$ cat config.mk
export PLATFORM = sky130hd
export DESIGN_NAME = sample_clip_or_fold_core
export DESIGN_NICKNAME = d
export VERILOG_FILES = /design/src/rtl/core/scf_pkg.sv /design/src/rtl/core/scf_front.sv /design/src/rtl/core/scf_rem_pipe.sv /design/src/rtl/core/scf_back.sv /design/src/rtl/core/sample_clip_or_fold_core.sv
export SDC_FILE = /design/constraint.sdc
export NUM_CORES = 2
export LEC_CHECK = 0
export BUFFER_PORTS_ARGS = -buffer_cell sky130_fd_sc_hd__buf_2
export CORE_AREA = 2 2 606 608
export DETAILED_ROUTE_END_ITERATION = 10
export DIE_AREA = 0 0 608 610
export GPL_ROUTABILITY_DRIVEN = 0
export HOLD_SLACK_MARGIN = 0.12
export PLACE_DENSITY = 0.75
export SYNTH_ARGS = -nofsm -noshare
export SYNTH_HDL_FRONTEND = slang
export SYNTH_HIERARCHICAL = 1
export SYNTH_SLANG_ARGS = --single-unit
$ cat constraint.sdc
create_clock -name clk -period 4.2 [get_ports clk]
set_input_delay 0.84 -clock clk [delete_from_list [all_inputs] [get_ports clk]]
set_output_delay 0.84 -clock clk [all_outputs]
set_load 0.02 [all_outputs]
$ cat src/rtl/core/scf_pkg.sv
// Package with the widths, types and helper functions of the sample clip-or-fold core.
package scf_pkg;

    localparam int SAMPLE_BITS = 24;
    localparam int SPAN_BITS   = SAMPLE_BITS + 1;
    localparam int REM_BITS    = SAMPLE_BITS + 2;
    localparam int WIDE_BITS   = SAMPLE_BITS + 3;
    localparam int DIV_STEPS   = REM_BITS;
    localparam int LATENCY     = DIV_STEPS + 6;

    typedef logic signed [SAMPLE_BITS-1:0] sample_t;
    typedef logic signed [WIDE_BITS-1:0]   wide_t;
    typedef logic [SPAN_BITS-1:0]          span_t;
    typedef logic [REM_BITS-1:0]           rem_t;

    typedef struct packed {
        sample_t pass_val;
        wide_t   sum;
        span_t   span;
        logic    use_fold;
        logic    zero_span;
    } side_t;

    typedef struct packed {
        rem_t  dividend;
        rem_t  divisor;
        side_t side;
    } div_t;

    function automatic wide_t sext_wide(input sample_t v);
        sext_wide = {{(WIDE_BITS - SAMPLE_BITS){v[SAMPLE_BITS-1]}}, v};
    endfunction

    function automatic wide_t zext_span(input span_t v);
        zext_span = {{(WIDE_BITS - SPAN_BITS){1'b0}}, v};
    endfunction

endpackage

$ cat src/rtl/core/scf_front.sv
// Front stages: bound ordering, clipping, doubled-unit offsets and remainder operands.
module scf_front
(
    input  logic              clk,
    input  logic              rst_n,
    input  logic              in_valid,
    input  scf_pkg::sample_t  sample_in,
    input  scf_pkg::sample_t  upper_bound,
    input  scf_pkg::sample_t  lower_bound,
    input  logic              sample_invalid,
    input  logic              fold_mode,
    output logic              out_valid,
    output scf_pkg::div_t     out_data
);

    logic             s1_valid_reg;
    scf_pkg::sample_t s1_hi_reg;
    scf_pkg::sample_t s1_lo_reg;
    scf_pkg::sample_t s1_s_reg;
    logic             s1_inv_reg;
    logic             s1_mode_reg;

    logic             s2_valid_reg;
    scf_pkg::wide_t   s2_sum_reg;
    scf_pkg::wide_t   s2_x_reg;
    scf_pkg::span_t   s2_span_reg;
    scf_pkg::sample_t s2_pass_reg;
    logic             s2_inv_reg;
    logic             s2_mode_reg;

    logic             s3_valid_reg;
    scf_pkg::div_t    s3_data_reg;

    logic             swap;
    scf_pkg::wide_t   hi_w;
    scf_pkg::wide_t   lo_w;
    scf_pkg::wide_t   span_w;
    scf_pkg::sample_t clip_val;
    scf_pkg::span_t   span_next;
    scf_pkg::wide_t   tw;
    scf_pkg::wide_t   diff;
    scf_pkg::wide_t   adiff;
    logic             outside;
    logic [scf_pkg::SPAN_BITS+1:0] div4;
    scf_pkg::div_t    s3_data_next;

    assign swap = upper_bound < lower_bound;

    always_comb
    begin
        hi_w      = scf_pkg::sext_wide(s1_hi_reg);
        lo_w      = scf_pkg::sext_wide(s1_lo_reg);
        span_w    = hi_w - lo_w;
        span_next = span_w[scf_pkg::SPAN_BITS-1:0];
        if (s1_s_reg < s1_lo_reg)
        begin
            clip_val = s1_lo_reg;
        end
        else if (s1_s_reg > s1_hi_reg)
        begin
            clip_val = s1_hi_reg;
        end
        else
        begin
            clip_val = s1_s_reg;
        end
    end

    always_comb
    begin
        tw      = scf_pkg::zext_span(s2_span_reg);
        outside = (s2_x_reg > tw) || (s2_x_reg < -tw);
        diff    = s2_x_reg - tw;
        adiff   = diff[scf_pkg::WIDE_BITS-1] ? -diff : diff;
        div4    = {s2_span_reg, 2'b00};
        s3_data_next.dividend       = adiff[scf_pkg::REM_BITS-1:0];
        s3_data_next.divisor        = div4[scf_pkg::REM_BITS-1:0];
        s3_data_next.side.pass_val  = s2_pass_reg;
        s3_data_next.side.sum       = s2_sum_reg;
        s3_data_next.side.span      = s2_span_reg;
        s3_data_next.side.use_fold  = s2_mode_reg && outside && !s2_inv_reg;
        s3_data_next.side.zero_span = (s2_span_reg == '0);
    end

    always_ff @(posedge clk or negedge rst_n)
    begin
        if (!rst_n)
        begin
            s1_valid_reg <= 1'b0;
            s2_valid_reg <= 1'b0;
            s3_valid_reg <= 1'b0;
        end
        else
        begin
            s1_valid_reg <= in_valid;
            s2_valid_reg <= s1_valid_reg;
            s3_valid_reg <= s2_valid_reg;
        end
    end

    always_ff @(posedge clk)
    begin
        if (in_valid)
        begin
            s1_hi_reg   <= swap ? lower_bound : upper_bound;
            s1_lo_reg   <= swap ? upper_bound : lower_bound;
            s1_s_reg    <= sample_in;
            s1_inv_reg  <= sample_invalid;
            s1_mode_reg <= fold_mode;
        end
        if (s1_valid_reg)
        begin
            s2_sum_reg  <= hi_w + lo_w;
            s2_x_reg    <= (scf_pkg::sext_wide(s1_s_reg) <<< 1) - hi_w - lo_w;
            s2_span_reg <= span_next;
            s2_pass_reg <= s1_inv_reg ? '0 : clip_val;
            s2_inv_reg  <= s1_inv_reg;
            s2_mode_reg <= s1_mode_reg;
        end
        if (s2_valid_reg)
        begin
            s3_data_reg <= s3_data_next;
        end
    end

    assign out_valid = s3_valid_reg;
    assign out_data  = s3_data_reg;

endmodule

$ cat src/rtl/core/scf_rem_pipe.sv
// Pipelined restoring remainder unit, one dividend bit per stage.
module scf_rem_pipe
(
    input  logic            clk,
    input  logic            rst_n,
    input  logic            in_valid,
    input  scf_pkg::div_t   in_data,
    output logic            out_valid,
    output scf_pkg::rem_t   out_rem,
    output scf_pkg::side_t  out_side
);

    localparam int LAST = scf_pkg::DIV_STEPS - 1;

    logic           valid_reg [scf_pkg::DIV_STEPS];
    scf_pkg::rem_t  rem_reg   [scf_pkg::DIV_STEPS];
    scf_pkg::rem_t  dvd_reg   [scf_pkg::DIV_STEPS];
    scf_pkg::rem_t  dvs_reg   [scf_pkg::DIV_STEPS];
    scf_pkg::side_t side_reg  [scf_pkg::DIV_STEPS];

    genvar g;
    for (g = 0; g < scf_pkg::DIV_STEPS; g++)
    begin : g_step
        logic                        src_valid;
        scf_pkg::rem_t               src_rem;
        scf_pkg::rem_t               src_dvd;
        scf_pkg::rem_t               src_dvs;
        scf_pkg::side_t              src_side;
        logic [scf_pkg::REM_BITS:0]  trial;
        logic [scf_pkg::REM_BITS:0]  reduced;
        scf_pkg::rem_t               rem_next;

        if (g == 0)
        begin : g_first
            assign src_valid = in_valid;
            assign src_rem   = '0;
            assign src_dvd   = in_data.dividend;
            assign src_dvs   = in_data.divisor;
            assign src_side  = in_data.side;
        end
        else
        begin : g_rest
            assign src_valid = valid_reg[g-1];
            assign src_rem   = rem_reg[g-1];
            assign src_dvd   = dvd_reg[g-1];
            assign src_dvs   = dvs_reg[g-1];
            assign src_side  = side_reg[g-1];
        end

        always_comb
        begin
            trial   = {src_rem, src_dvd[scf_pkg::REM_BITS-1]};
            reduced = trial - {1'b0, src_dvs};
            if (trial >= {1'b0, src_dvs})
            begin
                rem_next = reduced[scf_pkg::REM_BITS-1:0];
            end
            else
            begin
                rem_next = trial[scf_pkg::REM_BITS-1:0];
            end
        end

        always_ff @(posedge clk or negedge rst_n)
        begin
            if (!rst_n)
            begin
                valid_reg[g] <= 1'b0;
            end
            else
            begin
                valid_reg[g] <= src_valid;
            end
        end

        always_ff @(posedge clk)
        begin
            if (src_valid)
            begin
                rem_reg[g]  <= rem_next;
                dvd_reg[g]  <= {src_dvd[scf_pkg::REM_BITS-2:0], 1'b0};
                dvs_reg[g]  <= src_dvs;
                side_reg[g] <= src_side;
            end
        end
    end

    assign out_valid = valid_reg[LAST];
    assign out_rem   = rem_reg[LAST];
    assign out_side  = side_reg[LAST];

endmodule

$ cat src/rtl/core/scf_back.sv
// Back stages: reflection from the remainder, recentering, halving and result select.
module scf_back
(
    input  logic              clk,
    input  logic              rst_n,
    input  logic              in_valid,
    input  scf_pkg::rem_t     in_rem,
    input  scf_pkg::side_t    in_side,
    output logic              done,
    output scf_pkg::sample_t  sample_out
);

    logic             e1_valid_reg;
    scf_pkg::wide_t   e1_u_reg;
    scf_pkg::side_t   e1_side_reg;

    logic             e2_valid_reg;
    scf_pkg::wide_t   e2_y_reg;
    scf_pkg::side_t   e2_side_reg;

    logic             e3_valid_reg;
    scf_pkg::sample_t e3_out_reg;

    scf_pkg::wide_t   rem_w;
    scf_pkg::wide_t   gap;
    scf_pkg::wide_t   y_next;
    scf_pkg::wide_t   total;
    scf_pkg::sample_t out_next;

    always_comb
    begin
        rem_w  = {1'b0, in_rem};
        gap    = rem_w - (scf_pkg::zext_span(in_side.span) <<< 1);
        y_next = e1_side_reg.zero_span ? '0
                 : e1_u_reg - scf_pkg::zext_span(e1_side_reg.span);
        total  = e2_y_reg + e2_side_reg.sum;
        out_next = e2_side_reg.use_fold ? total[scf_pkg::SAMPLE_BITS:1]
                   : e2_side_reg.pass_val;
    end

    always_ff @(posedge clk or negedge rst_n)
    begin
        if (!rst_n)
        begin
            e1_valid_reg <= 1'b0;
            e2_valid_reg <= 1'b0;
            e3_valid_reg <= 1'b0;
        end
        else
        begin
            e1_valid_reg <= in_valid;
            e2_valid_reg <= e1_valid_reg;
            e3_valid_reg <= e2_valid_reg;
        end
    end

    always_ff @(posedge clk)
    begin
        if (in_valid)
        begin
            e1_u_reg    <= gap[scf_pkg::WIDE_BITS-1] ? -gap : gap;
            e1_side_reg <= in_side;
        end
        if (e1_valid_reg)
        begin
            e2_y_reg    <= y_next;
            e2_side_reg <= e1_side_reg;
        end
        if (e2_valid_reg)
        begin
            e3_out_reg <= out_next;
        end
    end

    assign done       = e3_valid_reg;
    assign sample_out = e3_out_reg;

endmodule

$ cat src/rtl/core/sample_clip_or_fold_core.sv
// Top level of the sample clip-or-fold core.
//
// Channel   Direction  Handshake             Payload
// input     in         start high, busy low  sample_in, upper_bound, lower_bound,
//                                            sample_invalid
// result    out        done strobe, 1 cycle  sample_out
// config    in         cfg_wr_en             cfg_wr_data (fold_mode)
//
// One item is accepted in every cycle; busy is always low.
// Each item passes the three front stages, the remainder pipeline with one stage per
// dividend bit, and the three back stages before its result appears on sample_out.
// Reset clears the valid bits of every stage and the fold_mode register.
// The receiver cannot stall, so the pipeline never holds an item.
module sample_clip_or_fold_core
(
    input  logic              clk,
    input  logic              rst_n,
    input  logic              start,
    output logic              busy,
    input  scf_pkg::sample_t  sample_in,
    input  scf_pkg::sample_t  upper_bound,
    input  scf_pkg::sample_t  lower_bound,
    input  logic              sample_invalid,
    input  logic              cfg_wr_en,
    input  logic              cfg_wr_data,
    output logic              done,
    output scf_pkg::sample_t  sample_out
);

    logic           fold_mode_reg;
    logic           accept;
    logic           front_valid;
    scf_pkg::div_t  front_data;
    logic           rem_valid;
    scf_pkg::rem_t  rem_val;
    scf_pkg::side_t rem_side;

    assign busy   = 1'b0;
    assign accept = start && !busy;

    always_ff @(posedge clk or negedge rst_n)
    begin
        if (!rst_n)
        begin
            fold_mode_reg <= 1'b0;
        end
        else if (cfg_wr_en)
        begin
            fold_mode_reg <= cfg_wr_data;
        end
    end

    scf_front u_front
    (
        .clk            (clk),
        .rst_n          (rst_n),
        .in_valid       (accept),
        .sample_in      (sample_in),
        .upper_bound    (upper_bound),
        .lower_bound    (lower_bound),
        .sample_invalid (sample_invalid),
        .fold_mode      (fold_mode_reg),
        .out_valid      (front_valid),
        .out_data       (front_data)
    );

    scf_rem_pipe u_rem
    (
        .clk       (clk),
        .rst_n     (rst_n),
        .in_valid  (front_valid),
        .in_data   (front_data),
        .out_valid (rem_valid),
        .out_rem   (rem_val),
        .out_side  (rem_side)
    );

    scf_back u_back
    (
        .clk        (clk),
        .rst_n      (rst_n),
        .in_valid   (rem_valid),
        .in_rem     (rem_val),
        .in_side    (rem_side),
        .done       (done),
        .sample_out (sample_out)
    );

endmodule

==> flow_metrics.env <==
export IMPL_cts_buffers=382
export IMPL_fin_crit_sh=0.959
export IMPL_fin_hold_ws_ps=178
export IMPL_grt_pass1_vias=100000
export IMPL_critPathSlowestCell="edfxtp_1"
export IMPL_die_y_um=610
export IMPL_hold_path_class="in -> reg"
export IMPL_yosysWarnings=6
export IMPL_vias_per_cell=5.61
export IMPL_finalMaxSlewViolations=0
export IMPL_tritoncts="yes"
export IMPL_drive_above_1_share=0.0990
export IMPL_hold_viol_final=0
export IMPL_cp_max_fo=4
export IMPL_detailed_place_hpwl_um=233000
export IMPL_fin_ws_ps=170
export IMPL_portBuffers=102
export IMPL_track_usage=0.195
export IMPL_worstPathRequired_ps=4810
export IMPL_layout_commonest_cell="edfxtp_1"
export IMPL_leakage_uw=0.0760
export IMPL_drt_wl_total_um=367000
export IMPL_grt_first_pass_wirelength_um=573000
export IMPL_slew_headroom=0.182
export IMPL_pin_count=104
export IMPL_post_route_util=0.548
export IMPL_max_stage_delay_ps=530
export IMPL_cp_num_buf_inv=1
export IMPL_drt_iter0_drc=9594
export IMPL_clk_insertion_delay_late_ps=930
export IMPL_powerDensity_nw_per_um2=673
export IMPL_area_growth_pct=11.0
export IMPL_clockBufferDepth=4
export IMPL_clkSinkCount=4137
export IMPL_pre_cts_ws_ps=132
export IMPL_criticalPathCategory="reg -> reg"
export IMPL_antenna_found_initial=14
export IMPL_nets=13800
export IMPL_tightestPinTransition_ps=1230
export IMPL_skew_ps=77.1
export IMPL_totalNegativeSetupSlack_ps=0
export IMPL_synth_area_um2=180000
export IMPL_cts_htree_levels=5
export IMPL_dpl_cell_area_um2=187000
export IMPL_fin_crit_ps=4030
export IMPL_min_path_cells=1
export IMPL_finalSetupViolations=0
export IMPL_die_width_um=608
export IMPL_timing_max_cap_violations=0
export IMPL_worstPathCellList="inv_1, ha_1, ha_1, o21a_1, o21ai_0, nand2b_1, a41oi_1, o31ai_1, a21o_1, o31ai_1, o2111ai_1, a21oi_1, xnor2_1"
export IMPL_die_area_um2=371000
export IMPL_via_count=99900
export IMPL_largest_reg_flops=1976
export IMPL_gr_total_overflow=0
export IMPL_min_from="sample_in[11]"
export IMPL_drt_wirelength_per_cell_um=20.6
export IMPL_max_freq_ghz=0.248
export IMPL_r2r_slack_ps=170
export IMPL_clock_root_buffer="clkbuf_16"
export IMPL_stdcell_area_um2=200000
export IMPL_r2r_end="u_front/s2_x_reg[23]"
export IMPL_cp_arrival_ps=4630
export IMPL_postSynthAreaPerCell_um2=14.7
export IMPL_reg2reg_depth=13
export IMPL_timing_rr_start="u_front/s1_lo_reg[1]"
export IMPL_coreArea_um2=364000
export IMPL_ant_nets=0
export IMPL_most_common_layout_cells="4104 x edfxtp_1, 1024 x inv_1, 946 x ha_1, 683 x a21oi_1, 637 x nand2_1"
export IMPL_endpoint_kind="flop"
export IMPL_hold_end="u_front/s1_s_reg[11]"
export IMPL_path_clk_slew_ps=60
export IMPL_initial_core_util=0.494
export IMPL_grt_max_degree=106
export IMPL_cp_start_kind="flop"
export IMPL_ir_worst_vdd_v=0.000393
export IMPL_status="finished clean"
export IMPL_syn_inst=12300
export IMPL_drt_first_pass_iters=7
export IMPL_rows=222
export IMPL_rsz0062_at_grt="no"
export IMPL_crit_family="compound AO/OA/AOI/OAI gates"
export IMPL_drc=0
-- metrics by stage --
stage | instances | power [uW]
final | 17800 | 134000
after global placement | 17100 | 97500
after global routing | 17800 | 141000
after detailed placement | 17100 | 98600
after CTS | 17800 | 135000
after floorplan | 12300 | 88400
-- timing repair --
| action | 4_1_cts | 5_1_grt |
|---|---|---|
| hold buffers | 10 | 0 |
| endpoints found under the hold margin | 15 | 0 |
| endpoints found under the setup margin | 0 | 47 |
| resized for setup | 0 | 8 |
| buffers inserted | 0 | 3 |
-- layout make-up --
class	instances	area, um2
well taps	4816	6030
flip-flops and latches	4137	124000
repair buffers	270	2350
diodes	7	17.5
clock inverters	221	2200
clock buffers	473	10100
fillers	27700	165000
inverters	1025	3850
multi-input cells	6862	51100
-- layer usage --
metal,global-route usage,share of wire,vias up
li1,-,-,46800
met1,0.242,0.40,48700
met2,0.350,0.51,3406
met3,0.0241,0.050,878
met4,0.0680,0.038,10
met5,0,0.00019,-
-- power breakdown --
group	internal (uW)	switching [uW]	total [uW]	leakage, uW
clock network	19600	15300	34900	0.00600
logic	18900	24400	43400	0.0294
registers	52700	3500	56200	0.0406
-- how the worst max path moves through the flow --
| stage | slack, ps | from | endpoint | cells after the start |
|---|---|---|---|---|
| after detailed placement | 130 | u_rem/rem_reg[1][3] | u_rem/rem_reg[1][31] | 11 |
| after global placement | 170 | u_rem/rem_reg[1][3] | u_rem/rem_reg[1][30] | 11 |
| after CTS | 60 | u_rem/rem_reg[1][3] | u_rem/rem_reg[1][31] | 11 |
| after floorplan | 280 | u_front/out_valid | u_rem/dvd_reg[0][0] | 0 |
| final | 170 | u_front/s1_lo_reg[1] | u_front/s2_x_reg[23] | 13 |
| after global routing | 7 | u_front/s2_span_reg[1] | u_front/out_data[1] | 19 |
Power figures use the tool's default switching activity.
